===== config.mk =====
export PLATFORM = sky130hd
export DESIGN_NAME = motor_command_line_parser_flat
export DESIGN_NICKNAME = d
export VERILOG_FILES = /design/src/rtl/core/mclp_pkg.sv /design/src/rtl/core/mclp_if.sv /design/src/rtl/core/mclp_in_reg.sv /design/src/rtl/core/mclp_parser.sv /design/src/rtl/core/mclp_out_reg.sv /design/src/rtl/core/motor_command_line_parser.sv /design/src/flat_wrapper.sv
export SDC_FILE = /design/constraint.sdc
export NUM_CORES = 1
export LEC_CHECK = 0
export BUFFER_PORTS_ARGS = -buffer_cell sky130_fd_sc_hd__buf_2
export CAP_MARGIN = 40
export CORE_UTILIZATION = 50
export DETAILED_ROUTE_END_ITERATION = 8
export GPL_ROUTABILITY_DRIVEN = 1
export GPL_TIMING_DRIVEN = 0
export PLACE_DENSITY = 0.79
export SETUP_SLACK_MARGIN = 0.4
export SYNTH_ARGS = -nofsm -noshare
export SYNTH_HDL_FRONTEND = slang
export SYNTH_SLANG_ARGS = --single-unit

===== constraint.sdc =====
create_clock -name clk -period 4.75 [get_ports clk]
set_clock_uncertainty 0.05 [all_clocks]
set_input_delay 0.2375 -clock clk [delete_from_list [all_inputs] [get_ports clk]]
set_output_delay 0.2375 -clock clk [all_outputs]
set_load 0.01 [all_outputs]

===== src/rtl/core/mclp_pkg.sv =====
// Types, character codes and helper functions shared by the command line parser.
`default_nettype none

package mclp_pkg;

  typedef enum logic [1:0] {
    CMD_FORWARD  = 2'd0,
    CMD_BACKWARD = 2'd1,
    CMD_STOP     = 2'd2,
    CMD_STEER    = 2'd3
  } command_t;

  typedef enum logic [1:0] {
    NUM_SKIP   = 2'd0,
    NUM_DIGITS = 2'd1,
    NUM_DONE   = 2'd2
  } num_phase_t;

  typedef enum logic [1:0] {
    DIR_NONE  = 2'd0,
    DIR_PLUS  = 2'd1,
    DIR_MINUS = 2'd2
  } dir_t;

  typedef struct packed {
    command_t           command;
    logic signed [15:0] left_speed;
    logic               left_forward;
    logic signed [15:0] right_speed;
    logic               right_forward;
  } res_t;

  localparam logic [7:0] CHAR_TAB   = 8'd9;
  localparam logic [7:0] CHAR_NL    = 8'd10;
  localparam logic [7:0] CHAR_CR    = 8'd13;
  localparam logic [7:0] CHAR_SPACE = 8'd32;
  localparam logic [7:0] CHAR_PLUS  = 8'd43;
  localparam logic [7:0] CHAR_COMMA = 8'd44;
  localparam logic [7:0] CHAR_MINUS = 8'd45;
  localparam logic [7:0] CHAR_ZERO  = 8'd48;
  localparam logic [7:0] CHAR_NINE  = 8'd57;
  localparam logic [7:0] CHAR_S     = 8'd115;
  localparam logic [7:0] CHAR_T     = 8'd116;
  localparam logic [7:0] CHAR_W     = 8'd119;
  localparam logic [7:0] CHAR_X     = 8'd120;

  localparam logic [9:0]         DRIVE_SPEED_RST = 10'd400;
  localparam logic [16:0]        NUM_CAP         = 17'd32768;
  localparam logic signed [15:0] SPEED_MAX       = 16'sd32767;
  localparam logic [2:0]         COMMA_MAX       = 3'd4;
  localparam logic [1:0]         LINE_CNT_MAX    = 2'd2;

  // Signed value of a parsed number, clamped to the 16-bit range.
  function automatic logic signed [15:0] num_value(input logic neg, input logic [16:0] mag);
    logic [16:0] neg_mag;
    neg_mag = 17'd0 - mag;
    if (neg) begin
      return signed'(neg_mag[15:0]);
    end
    if (mag > 17'(SPEED_MAX)) begin
      return SPEED_MAX;
    end
    return signed'(mag[15:0]);
  endfunction

  function automatic dir_t dir_class(input logic signed [15:0] v);
    if (v == 16'sd1) begin
      return DIR_PLUS;
    end
    if (v == -16'sd1) begin
      return DIR_MINUS;
    end
    return DIR_NONE;
  endfunction

endpackage

`default_nettype wire


===== src/rtl/core/mclp_if.sv =====
// Channel interfaces: received bytes, speed configuration and motor commands.
`default_nettype none

interface mclp_in_if;
  logic       valid;
  logic       ready;
  logic [7:0] rx_byte;

  modport source (output valid, output rx_byte, input ready);
  modport sink   (input valid, input rx_byte, output ready);
endinterface

interface mclp_cfg_if;
  logic       valid;
  logic       ready;
  logic [9:0] drive_speed;

  modport source (output valid, output drive_speed, input ready);
  modport sink   (input valid, input drive_speed, output ready);
endinterface

interface mclp_out_if import mclp_pkg::*; ();
  logic               valid;
  logic               ready;
  command_t           command;
  logic signed [15:0] left_speed;
  logic               left_forward;
  logic signed [15:0] right_speed;
  logic               right_forward;

  modport source (output valid, output command, output left_speed, output left_forward,
                  output right_speed, output right_forward, input ready);
  modport sink   (input valid, input command, input left_speed, input left_forward,
                  input right_speed, input right_forward, output ready);
endinterface

`default_nettype wire


===== src/rtl/core/mclp_in_reg.sv =====
// Input register: holds one received byte until the parse stage takes it.
`default_nettype none

module mclp_in_reg (
  input  wire logic       clk,
  input  wire logic       rst_n,
  input  wire logic       in_valid,
  input  wire logic [7:0] in_rx_byte,
  output logic            in_ready,
  input  wire logic       adv,
  output logic            byte_vld,
  output logic [7:0]      byte_data
);

  logic       vld_r;
  logic [7:0] data_r;

  assign in_ready  = rst_n & (~vld_r | adv);
  assign byte_vld  = vld_r;
  assign byte_data = data_r;

  always_ff @(posedge clk) begin
    if (!rst_n) begin
      vld_r <= 1'b0;
    end else if (in_ready) begin
      vld_r <= in_valid;
    end
  end

  always_ff @(posedge clk) begin
    if (in_ready) begin
      data_r <= in_rx_byte;
    end
  end

endmodule

`default_nettype wire


===== src/rtl/core/mclp_parser.sv =====
// Line parser: per-byte line state, number parse and command decode on newline.
`default_nettype none

module mclp_parser import mclp_pkg::*; (
  input  wire logic       clk,
  input  wire logic       rst_n,
  input  wire logic       cfg_we,
  input  wire logic [9:0] cfg_drive_speed,
  input  wire logic       fire,
  input  wire logic [7:0] c,
  output logic            res_vld,
  output res_t            res
);

  logic [9:0]         drive_speed_r;
  logic [1:0]         line_cnt_r,     line_cnt_nxt;
  logic [7:0]         first_char_r,   first_char_nxt;
  logic               steer_ok_r,     steer_ok_nxt;
  logic [2:0]         comma_cnt_r,    comma_cnt_nxt;
  num_phase_t         num_phase_r,    num_phase_nxt;
  logic               num_neg_r,      num_neg_nxt;
  logic [16:0]        num_mag_r,      num_mag_nxt;
  logic signed [15:0] first_speed_r,  first_speed_nxt;
  dir_t               first_dir_r,    first_dir_nxt;
  logic signed [15:0] second_speed_r, second_speed_nxt;

  logic               is_ws;
  logic               is_digit;
  logic               is_sign;
  logic [19:0]        mag_acc;
  logic [16:0]        mag_sat;
  logic signed [15:0] cur_val;
  dir_t               cur_dir;
  logic [15:0]        drive_ext;

  always_ff @(posedge clk) begin
    if (!rst_n) begin
      drive_speed_r <= DRIVE_SPEED_RST;
    end else if (cfg_we) begin
      drive_speed_r <= cfg_drive_speed;
    end
  end

  assign is_ws    = (c == CHAR_SPACE) || ((c >= CHAR_TAB) && (c <= CHAR_CR));
  assign is_digit = (c >= CHAR_ZERO) && (c <= CHAR_NINE);
  assign is_sign  = (c == CHAR_PLUS) || (c == CHAR_MINUS);
  // Digit value is the low nibble for '0'..'9'
  assign mag_acc  = 20'(num_mag_r) * 20'd10 + 20'(c[3:0]);
  assign mag_sat  = (mag_acc > 20'(NUM_CAP)) ? NUM_CAP : mag_acc[16:0];
  assign cur_val  = num_value(num_neg_r, num_mag_r);
  assign cur_dir  = dir_class(cur_val);
  assign drive_ext = 16'(drive_speed_r);

  always_comb begin
    line_cnt_nxt     = line_cnt_r;
    first_char_nxt   = first_char_r;
    steer_ok_nxt     = steer_ok_r;
    comma_cnt_nxt    = comma_cnt_r;
    num_phase_nxt    = num_phase_r;
    num_neg_nxt      = num_neg_r;
    num_mag_nxt      = num_mag_r;
    first_speed_nxt  = first_speed_r;
    first_dir_nxt    = first_dir_r;
    second_speed_nxt = second_speed_r;
    res_vld          = 1'b0;
    res              = '0;

    if (fire) begin
      if (c == CHAR_NL) begin
        if (line_cnt_r == 2'd1) begin
          if ((first_char_r == CHAR_W) || (first_char_r == CHAR_S)) begin
            res_vld           = 1'b1;
            res.command       = (first_char_r == CHAR_W) ? CMD_FORWARD : CMD_BACKWARD;
            res.left_speed    = signed'(drive_ext);
            res.right_speed   = signed'(drive_ext);
            res.left_forward  = (first_char_r == CHAR_W);
            res.right_forward = (first_char_r == CHAR_W);
          end else if (first_char_r == CHAR_X) begin
            res_vld     = 1'b1;
            res.command = CMD_STOP;
          end
        end else if (steer_ok_r && (comma_cnt_r == COMMA_MAX)) begin
          if ((first_dir_r != DIR_NONE) && (cur_dir != DIR_NONE)) begin
            res_vld           = 1'b1;
            res.command       = CMD_STEER;
            res.left_speed    = first_speed_r;
            res.left_forward  = (first_dir_r == DIR_PLUS);
            res.right_speed   = second_speed_r;
            res.right_forward = (cur_dir == DIR_PLUS);
          end
        end
        // Clear all line state
        line_cnt_nxt     = '0;
        first_char_nxt   = '0;
        steer_ok_nxt     = 1'b0;
        comma_cnt_nxt    = '0;
        num_phase_nxt    = NUM_SKIP;
        num_neg_nxt      = 1'b0;
        num_mag_nxt      = '0;
        first_speed_nxt  = '0;
        first_dir_nxt    = DIR_NONE;
        second_speed_nxt = '0;
      end else begin
        if (line_cnt_r == 2'd0) begin
          first_char_nxt = c;
        end else if (line_cnt_r == 2'd1) begin
          steer_ok_nxt = (first_char_r == CHAR_T) && (c == CHAR_COMMA);
        end
        if (line_cnt_r < LINE_CNT_MAX) begin
          line_cnt_nxt = line_cnt_r + 2'd1;
        end

        if ((c == CHAR_COMMA) && (comma_cnt_r < COMMA_MAX)) begin
          case (comma_cnt_r)
            3'd1:    first_speed_nxt  = cur_val;
            3'd2:    first_dir_nxt    = cur_dir;
            3'd3:    second_speed_nxt = cur_val;
            default: ;
          endcase
          comma_cnt_nxt = comma_cnt_r + 3'd1;
          num_phase_nxt = NUM_SKIP;
          num_neg_nxt   = 1'b0;
          num_mag_nxt   = '0;
        end else begin
          unique case (num_phase_r)
            NUM_SKIP: begin
              if (is_ws) begin
                num_phase_nxt = NUM_SKIP;
              end else if (is_sign) begin
                num_neg_nxt   = (c == CHAR_MINUS);
                num_phase_nxt = NUM_DIGITS;
              end else if (is_digit) begin
                num_phase_nxt = NUM_DIGITS;
                num_mag_nxt   = mag_sat;
              end else begin
                num_phase_nxt = NUM_DONE;
              end
            end
            NUM_DIGITS: begin
              if (is_digit) begin
                num_mag_nxt = mag_sat;
              end else begin
                num_phase_nxt = NUM_DONE;
              end
            end
            NUM_DONE: num_phase_nxt = NUM_DONE;
            default:  num_phase_nxt = NUM_DONE;
          endcase
        end
      end
    end
  end

  always_ff @(posedge clk) begin
    if (!rst_n) begin
      line_cnt_r     <= '0;
      first_char_r   <= '0;
      steer_ok_r     <= 1'b0;
      comma_cnt_r    <= '0;
      num_phase_r    <= NUM_SKIP;
      num_neg_r      <= 1'b0;
      num_mag_r      <= '0;
      first_speed_r  <= '0;
      first_dir_r    <= DIR_NONE;
      second_speed_r <= '0;
    end else begin
      line_cnt_r     <= line_cnt_nxt;
      first_char_r   <= first_char_nxt;
      steer_ok_r     <= steer_ok_nxt;
      comma_cnt_r    <= comma_cnt_nxt;
      num_phase_r    <= num_phase_nxt;
      num_neg_r      <= num_neg_nxt;
      num_mag_r      <= num_mag_nxt;
      first_speed_r  <= first_speed_nxt;
      first_dir_r    <= first_dir_nxt;
      second_speed_r <= second_speed_nxt;
    end
  end

endmodule

`default_nettype wire


===== src/rtl/core/mclp_out_reg.sv =====
// Result register: holds one command word until the downstream side takes it.
`default_nettype none

module mclp_out_reg import mclp_pkg::*; (
  input  wire logic clk,
  input  wire logic rst_n,
  input  wire logic res_vld,
  input  res_t      res,
  output logic      adv,
  output logic      out_valid,
  input  wire logic out_ready,
  output res_t      out_res
);

  logic vld_r;
  res_t res_r;

  // Free when empty or when the held word leaves this cycle
  assign adv       = ~vld_r | out_ready;
  assign out_valid = vld_r;
  assign out_res   = res_r;

  always_ff @(posedge clk) begin
    if (!rst_n) begin
      vld_r <= 1'b0;
    end else if (adv) begin
      vld_r <= res_vld;
    end
  end

  always_ff @(posedge clk) begin
    if (adv && res_vld) begin
      res_r <= res;
    end
  end

endmodule

`default_nettype wire


===== src/rtl/core/motor_command_line_parser.sv =====
// Motor command line parser: one received byte per cycle in, at most one motor command word
// out per newline. A byte is registered on acceptance in the input register, parsed by a single
// combinational stage (one multiply by ten and add for the number field) when it leaves that
// register, and the resulting command is registered in the result register for the output
// channel. The input takes a byte every cycle while the result register is free or
// draining; it stalls only while a command word waits on a deasserted out_if.ready. The drive
// speed register accepts writes every cycle out of reset and should be changed only while no
// line is being parsed.
`default_nettype none

module motor_command_line_parser import mclp_pkg::*; (
  input  wire logic clk,
  input  wire logic rst_n,
  mclp_in_if.sink   in_if,
  mclp_cfg_if.sink  cfg_if,
  mclp_out_if.source out_if
);

  logic       adv;
  logic       byte_vld;
  logic [7:0] byte_data;
  logic       fire;
  logic       res_vld;
  res_t       res;
  res_t       out_res;

  assign cfg_if.ready = rst_n;
  assign fire         = byte_vld & adv;

  mclp_in_reg u_in_reg (
    .clk        (clk),
    .rst_n      (rst_n),
    .in_valid   (in_if.valid),
    .in_rx_byte (in_if.rx_byte),
    .in_ready   (in_if.ready),
    .adv        (adv),
    .byte_vld   (byte_vld),
    .byte_data  (byte_data)
  );

  mclp_parser u_parser (
    .clk             (clk),
    .rst_n           (rst_n),
    .cfg_we          (cfg_if.valid & cfg_if.ready),
    .cfg_drive_speed (cfg_if.drive_speed),
    .fire            (fire),
    .c               (byte_data),
    .res_vld         (res_vld),
    .res             (res)
  );

  mclp_out_reg u_out_reg (
    .clk       (clk),
    .rst_n     (rst_n),
    .res_vld   (res_vld),
    .res       (res),
    .adv       (adv),
    .out_valid (out_if.valid),
    .out_ready (out_if.ready),
    .out_res   (out_res)
  );

  assign out_if.command       = out_res.command;
  assign out_if.left_speed    = out_res.left_speed;
  assign out_if.left_forward  = out_res.left_forward;
  assign out_if.right_speed   = out_res.right_speed;
  assign out_if.right_forward = out_res.right_forward;

endmodule

`default_nettype wire


===== src/flat_wrapper.sv =====
// flat-port wrapper written by rule: the top's interface ports become plain ports
module motor_command_line_parser_flat import mclp_pkg::*;
  (clk, rst_n, in_if_valid, in_if_rx_byte, in_if_ready, cfg_if_valid, cfg_if_drive_speed, cfg_if_ready, out_if_valid, out_if_command, out_if_left_speed, out_if_left_forward, out_if_right_speed, out_if_right_forward, out_if_ready);
  mclp_in_if in_if_i ();
  mclp_cfg_if cfg_if_i ();
  mclp_out_if out_if_i ();
  input  wire logic clk;
  input  wire logic rst_n;
  input wire logic [$bits(in_if_i.valid)-1:0] in_if_valid;
  input wire logic [$bits(in_if_i.rx_byte)-1:0] in_if_rx_byte;
  output wire logic [$bits(in_if_i.ready)-1:0] in_if_ready;
  input wire logic [$bits(cfg_if_i.valid)-1:0] cfg_if_valid;
  input wire logic [$bits(cfg_if_i.drive_speed)-1:0] cfg_if_drive_speed;
  output wire logic [$bits(cfg_if_i.ready)-1:0] cfg_if_ready;
  output wire logic [$bits(out_if_i.valid)-1:0] out_if_valid;
  output wire logic [$bits(out_if_i.command)-1:0] out_if_command;
  output wire logic [$bits(out_if_i.left_speed)-1:0] out_if_left_speed;
  output wire logic [$bits(out_if_i.left_forward)-1:0] out_if_left_forward;
  output wire logic [$bits(out_if_i.right_speed)-1:0] out_if_right_speed;
  output wire logic [$bits(out_if_i.right_forward)-1:0] out_if_right_forward;
  input wire logic [$bits(out_if_i.ready)-1:0] out_if_ready;
  assign in_if_i.valid = in_if_valid;
  assign in_if_i.rx_byte = in_if_rx_byte;
  assign in_if_ready = in_if_i.ready;
  assign cfg_if_i.valid = cfg_if_valid;
  assign cfg_if_i.drive_speed = cfg_if_drive_speed;
  assign cfg_if_ready = cfg_if_i.ready;
  assign out_if_valid = out_if_i.valid;
  assign out_if_command = out_if_i.command;
  assign out_if_left_speed = out_if_i.left_speed;
  assign out_if_left_forward = out_if_i.left_forward;
  assign out_if_right_speed = out_if_i.right_speed;
  assign out_if_right_forward = out_if_i.right_forward;
  assign out_if_i.ready = out_if_ready;
  motor_command_line_parser u_core (.clk(clk), .rst_n(rst_n), .in_if(in_if_i), .cfg_if(cfg_if_i), .out_if(out_if_i));
endmodule

==> results by group, run 1 <==
Logic synthesis
  • Sequential cell area fraction in the yosys report: 39.33%
  • Synth warn: 0
  • Area contributors post-synth: dfxtp_1, edfxtp_1, ha_1
  • Post-synth top area cell: dfxtp_1
  • Yosys cell types: 82
  • Post-synth EDFFs: 44
  • Synthesized area: 7432 um^2
  • Yosys reg bits: 124
  • Commonest register cell after synthesis: dfxtp_1
  • Avg Cell Area, Syn: 9.042 um^2
  • Mapped Cells: 822
  • Syn_nets: 889
  • Synth async-reset ratio: 0%
  • Yosys top cell area share: 21.55%

Placed design
  • Placed insts: 1068
  • Post-DP Area: 7983 um^2
  • IO buf count: 60
  • Placer Congestion: 0.9154
  • Post-DP HPWL: 13390 um

Route
  • Via count: 6431
  • Vias per cell: 5.783
  • Final wirelength: 17630 um
  • Residual DRC count: 0
  • Avg WL per Cell: 15.85 um
  • DR pass1 iterations: 5
  • DRT iter0 DRCs: 446
  • ANT nets after route: 0

Timing
  • Slew headroom: 49.49%
  • Final setup fails: 0
  • Fin Hold WS: 0.02548 ns
  • Final setup TNS: 0 ns
  • RSZ-0062 raised after global routing: no
  • Worst-margin pin slew: 0.7577 ns
  • Fin crit period: 4.079 ns
  • Tcrit/Tclk final: 85.87%
  • Fmax: 245.2 MHz
  • Final hold violation count: 0
  • Slew Limit Fails: 0

Global route
  • Pin count of the biggest net entering global routing: 24
  • GRT overflow: 0
  • First-pass GRT wire length: 28550 um
  • GRT Util Overall: 24.02%
  • Vias in the first global route: 5988
  • Initial antenna violation count: 0

Die
  • I/O pin cnt: 62
  • Num rows: 44
  • Die span in x: 123.9 um
  • Die ar.: 15360 um^2
  • Initial Utilization: 51.14%
  • Core ar.: 14530 um^2
  • Die H: 123.9 um

Clock tree
  • Root buffer cell: clkbuf_16
  • CTS tree: built
  • Number of clock sinks: 124
  • Clk slew on worst S/H paths: 0.06 ns
  • Num CTS Buffers: 17
  • Clk_lat worst skew: 0.42 ns
  • H-tree depth: 4
  • Clock tree buffer depth: 2

Outcome
  • Status: complete, no violations

Worst setup path
  • Worst path slowest cell: or4_1
  • CP Launch Type: flop
  • Worst setup EP type: flop
  • R2R setup slack: 0.67 ns
  • CP Data Required Time: 5.01 ns
  • Crit-path cells: ha_1, ha_1, fa_1, a211o_1, and4b_1, o21ai_1, nand4_1, or4_1, nor4b_1, o2bb2ai_1, a31oi_2, o41ai_1
  • Arr. time, crit path: 4.34 ns
  • Crit path top cell by count: ha_1
  • Setup Crit Path Kind: flop to flop
  • Crit-path max cell delay: 0.57 ns
  • CP Max Fanout: 9

Final layout
  • Final nets: 982
  • Most frequent cells in the layout: nand2_1, dfxtp_1, buf_2, nor2_1, edfxtp_1
  • Share of layout cells above drive strength 1: 15.41%
  • Area Overhead vs Synth: 17.66%
  • Fin cells: 1112
  • Fillers: 1253
  • Commonest non-fill, non-tap cell in the layout: nand2_1
  • Design area: 8745 um^2
  • Antenna diode count: 0

Min path
  • HP Class: input pin to flop

Power
  • VDD IR max: 0.0002450 V
  • PD cells: 293.6 nW/um^2
  • Leakage: 3.299 nW

Run
  • Max Cap Viol: 0
-- repair_timing --
action / 4_1_cts / 5_1_grt
gates resized for setup: 1 / 9
gates cloned: 0 / 0
hold endpoints to repair: 11 / 0
pin swaps: 0 / 2
setup buffers: 0 / 1
hold buffers: 11 / 0
setup endpoints to repair: 32 / 50
-- registers in the layout (all words and copies together), names as in the netlist --
name / flops
u_core.u_in_reg.byte_data: 8
u_core.u_in_reg.byte_vld: 1
u_core.u_out_reg.out_res: 36
u_core.u_out_reg.out_valid: 1
u_core.u_parser.comma_cnt_r: 3
u_core.u_parser.drive_speed_r: 10
u_core.u_parser.first_char_r: 8
u_core.u_parser.first_dir_r: 2
u_core.u_parser.first_speed_r: 16
u_core.u_parser.line_cnt_r: 2
u_core.u_parser.num_mag_r: 17
u_core.u_parser.num_neg_r: 1
u_core.u_parser.num_phase_r: 2
u_core.u_parser.second_speed_r: 16
u_core.u_parser.steer_ok_r: 1
-- cell usage after synthesis, types with 11 or more instances --
cell type / n
nand2_1: 113
dfxtp_1: 80
nor2_1: 48
edfxtp_1: 44
ha_1: 42
o21ai_0: 42
a21oi_1: 36
a21boi_0: 34
nand3_1: 33
clkbuf_1: 32
and2_1: 27
nor2b_1: 24
inv_1: 19
mux2i_1: 17
nor3_1: 16
xnor2_1: 14
a22o_1: 11
-- cells by family after synthesis --
family                   Yosys count  share of synthesized area, %
AND/OR/NAND/NOR                  334                         23.18
adder cells (fa/ha/maj)           44                         7.609
AO/OA/AOI/OAI                    215                         20.67
XOR/XNOR                          23                         2.711
flip-flops                       124                         39.33
buffers and inverters             63                         3.906
multiplexers                      19                         2.593
-- metal layers --
| layer | wire length [um] | vias up | track usage, % |
|---|---|---|---|
| met5 | 0 | - | 0 |
| li1 | - | 3226 | - |
| met3 | 662 | 28 | 3.892 |
| met1 | 7901 | 2994 | 29.81 |
| met4 | 462 | 0 | 10.94 |
| met2 | 8603 | 183 | 40.80 |
-- per-stage QoR --
stage / power (mW) / setup WS [ns] / util, %
floorplan: 1.208 / 0.8072 / -
global route: 2.642 / 0.4386 / 60.17
detailed placement: 1.241 / 0.3978 / 54.92
CTS: 2.579 / 0.4302 / 59.96
finish: 2.567 / 0.6712 / 60.17
global placement: 1.238 / 0.08758 / 54.79
-- power breakdown --
group          switching [mW]  internal [mW]
Clock                   0.488          0.852
Sequential             0.0142           1.11
Combinational          0.0572         0.0448
Total                   0.559           2.01
-- worst max-delay path: cells and delay by family, from the launching register on --
family	cells	cell delay (ns)
AO/OA/AOI/OAI	5	1.28
adder cells (fa/ha/maj)	3	0.95
flip-flops	1	0.44
AND/OR/NAND/NOR	4	1.25
-- area by class of cell --
type	instances	area [um^2]	share of cell area, %
buffer	43	216.5	2.475
clock buffer	21	493.0	5.637
clock inverter	11	127.6	1.459
inverter	20	75.07	0.8585
multi-input combinational	635	4239	48.48
sequential	124	2925	33.45
tap	184	230.2	2.633
timing repair buffer	74	437.9	5.008
-- path summary, 6_finish.rpt --
check                                       end                          startpoint  cells past startpoint
min            u_core.u_parser.drive_speed_r[4]               cfg_if_drive_speed[4]                      3
min reg2reg  u_core.u_parser.second_speed_r[10]  u_core.u_parser.second_speed_r[10]                      2
max                u_core.u_parser.num_mag_r[7]        u_core.u_parser.num_mag_r[1]                     12
max reg2reg        u_core.u_parser.num_mag_r[7]        u_core.u_parser.num_mag_r[1]                     12
Note: power is estimated with default switching activity, not from simulation.
==> run 2, diff against run 1 <==
BUFFER_PORTS_ARGS = -buffer_cell sky130_fd_sc_hd__buf_4   (was -buffer_cell sky130_fd_sc_hd__buf_2)
==> run 2 against run 1 <==
Against the previous run:
- core utilization grew 0.65 points
- via count shrank 0.45%
- clock power shrank 7%
- non-clock buffer count grew 1
- critical endpoint is now u_core.u_parser.num_mag_r[0]
- largest power group unchanged
==> results by group, run 2 (synthesized netlist as in run 1, its figures left out) <==
Outcome
  • Status: complete, no violations

Worst setup path
  • CP Launch Type: flop
  • Worst setup EP type: flop
  • CP endpoint: u_core.u_parser.num_mag_r[0]
  • Reg2Reg Depth: 12
  • Crit-path cells: ha_1, ha_1, nand2_1, o31ai_4, a311o_1, nand4_1, or4_1, nor4b_1, o2bb2ai_1, a31oi_2, buf_2, o21ai_0
  • Reg2reg end: u_core.u_parser.num_mag_r[0]
  • Worst setup path startpoint: u_core.u_parser.num_mag_r[5]
  • R2R setup slack: 0.58 ns
  • Worst path slowest cell: dfxtp_1
  • Setup Crit Path Kind: flop to flop
  • CP Max Fanout: 10
  • Crit-path max cell delay: 0.59 ns
  • FF-to-FF Start: u_core.u_parser.num_mag_r[5]
  • CP Data Required Time: 5.04 ns
  • Arr. time, crit path: 4.45 ns
  • Crit path top cell by count: ha_1

Placed design
  • Placer Congestion: 0.8995
  • Post-DP HPWL: 13120 um
  • IO buf count: 60
  • Post-Place Worst Slack: 0.3974 ns

Route
  • Routed wl met2: 8598 um
  • Routed wl met3: 772 um
  • Final wirelength: 17430 um
  • DR pass1 iterations: 5
  • Top layer in use: met4
  • ANT nets after route: 0
  • WL met1: 7843 um
  • Residual DRC count: 0
  • DRT iter0 DRCs: 397
  • Vias per cell: 5.752
  • Via count: 6402
  • Avg WL per Cell: 15.66 um

Timing
  • Final setup TNS: 0 ns
  • Fmax: 240.1 MHz
  • RSZ-0062 raised after global routing: yes
  • Slew headroom: 47.95%
  • Fin Hold WS: 0.009664 ns
  • Final setup fails: 0
  • Worst-margin pin slew: 0.7808 ns
  • Slew Limit Fails: 0
  • Final hold violation count: 0
  • Fin crit period: 4.166 ns
  • Final worst setup slack: 0.5842 ns
  • Tcrit/Tclk final: 87.70%

Clock tree
  • H-tree depth: 4
  • CTS tree: built
  • Clk slew on worst S/H paths: 0.06 ns
  • Num CTS Buffers: 17
  • Clk_lat worst skew: 0.42 ns
  • Clock tree buffer depth: 2
  • Number of clock sinks: 124
  • Root buffer cell: clkbuf_16

Final layout
  • Most frequent cells in the layout: nand2_1, dfxtp_1, buf_4, nor2_1, edfxtp_1
  • Max reg flops: 36
  • Area Overhead vs Synth: 18.92%
  • Final cell utilization of the core: 60.81%
  • Antenna diode count: 0
  • Commonest non-fill, non-tap cell in the layout: nand2_1
  • Fillers: 1255
  • Final nets: 983
  • Share of layout cells above drive strength 1: 14.64%

Die
  • Die ar.: 15360 um^2
  • Die span in x: 123.9 um
  • I/O pin cnt: 62
  • Num rows: 44
  • Die H: 123.9 um
  • Core ar.: 14530 um^2
  • Initial Utilization: 51.14%

Global route
  • GRT Util Overall: 23.24%
  • Initial antenna violation count: 0
  • GRT overflow: 0
  • Pin count of the biggest net entering global routing: 24
  • Vias in the first global route: 5889
  • First-pass GRT wire length: 28180 um

Power
  • VDD IR max: 0.0002389 V
  • PD cells: 280.9 nW/um^2
  • Leakage: 3.366 nW

Min path
  • HP Class: input pin to flop
  • HP Start: cfg_if_drive_speed[4]

Run
  • Max Cap Viol: 0
[run 2: worst max-delay path, delay by kind of cell, from the launching register on]
family	cells	cell delay, ns
AND/OR/NAND/NOR	4	1.20
flip-flops	1	0.59
AO/OA/AOI/OAI	5	1.29
adder cells (fa/ha/maj)	2	0.70
buffers and inverters	1	0.24
[run 2: per-layer routing]
metal  GRT usage [%]  up-vias
li1                -     3204
met1           29.36     2987
met2           39.72      184
met3           4.853       27
met4           6.920        0
met5               0        -
[run 2: how the worst min path moves through the flow]
stage               depth (start not counted)                               end
floorplan                                   0      u_core.u_in_reg.byte_data[0]
finish                                      3  u_core.u_parser.drive_speed_r[4]
detailed placement                          1      u_core.u_in_reg.byte_data[0]
global route                                3  u_core.u_parser.drive_speed_r[4]
global placement                            1      u_core.u_in_reg.byte_data[6]
CTS                                         3  u_core.u_parser.drive_speed_r[4]
[run 2: stage by stage]
step / std cells / instance area, um^2 / power, mW
2_1_floorplan: 822 / 7432 / 1.208
5_1_grt: 1113 / 8838 / 2.551
4_1_cts: 1111 / 8810 / 2.483
3_5_place_dp: 1068 / 8133 / 1.246
6_report: 1113 / 8838 / 2.483
3_3_place_gp: 1066 / 8113 / 1.243
[run 2: where the power goes]
part           switching [mW]  internal, mW
clock network           0.450         0.800
logic                  0.0575        0.0501
registers              0.0139          1.11
total                   0.521          1.96
[run 2: final cells by class]
type                            count  area, um^2  area share, %
Clock inverter                      7       88.84          1.005
Inverter                           20       75.07         0.8494
Multi-Input combinational cell    635        4232          47.88
Clock buffer                       25       476.7          5.394
Tap cell                          184       230.2          2.605
Timing Repair Buffer               75       595.6          6.738
Sequential cell                   124        2924          33.08
Buffer                             43       216.5          2.449
[run 2: timing repair]
action / 4_1_cts / 5_1_grt
endpoints found under the setup margin: 10 / 52
hold buffers: 11 / 0
resized for setup: 1 / 7
setup buffers: 0 / 2
pin swaps: 0 / 2
endpoints found under the hold margin: 11 / 0
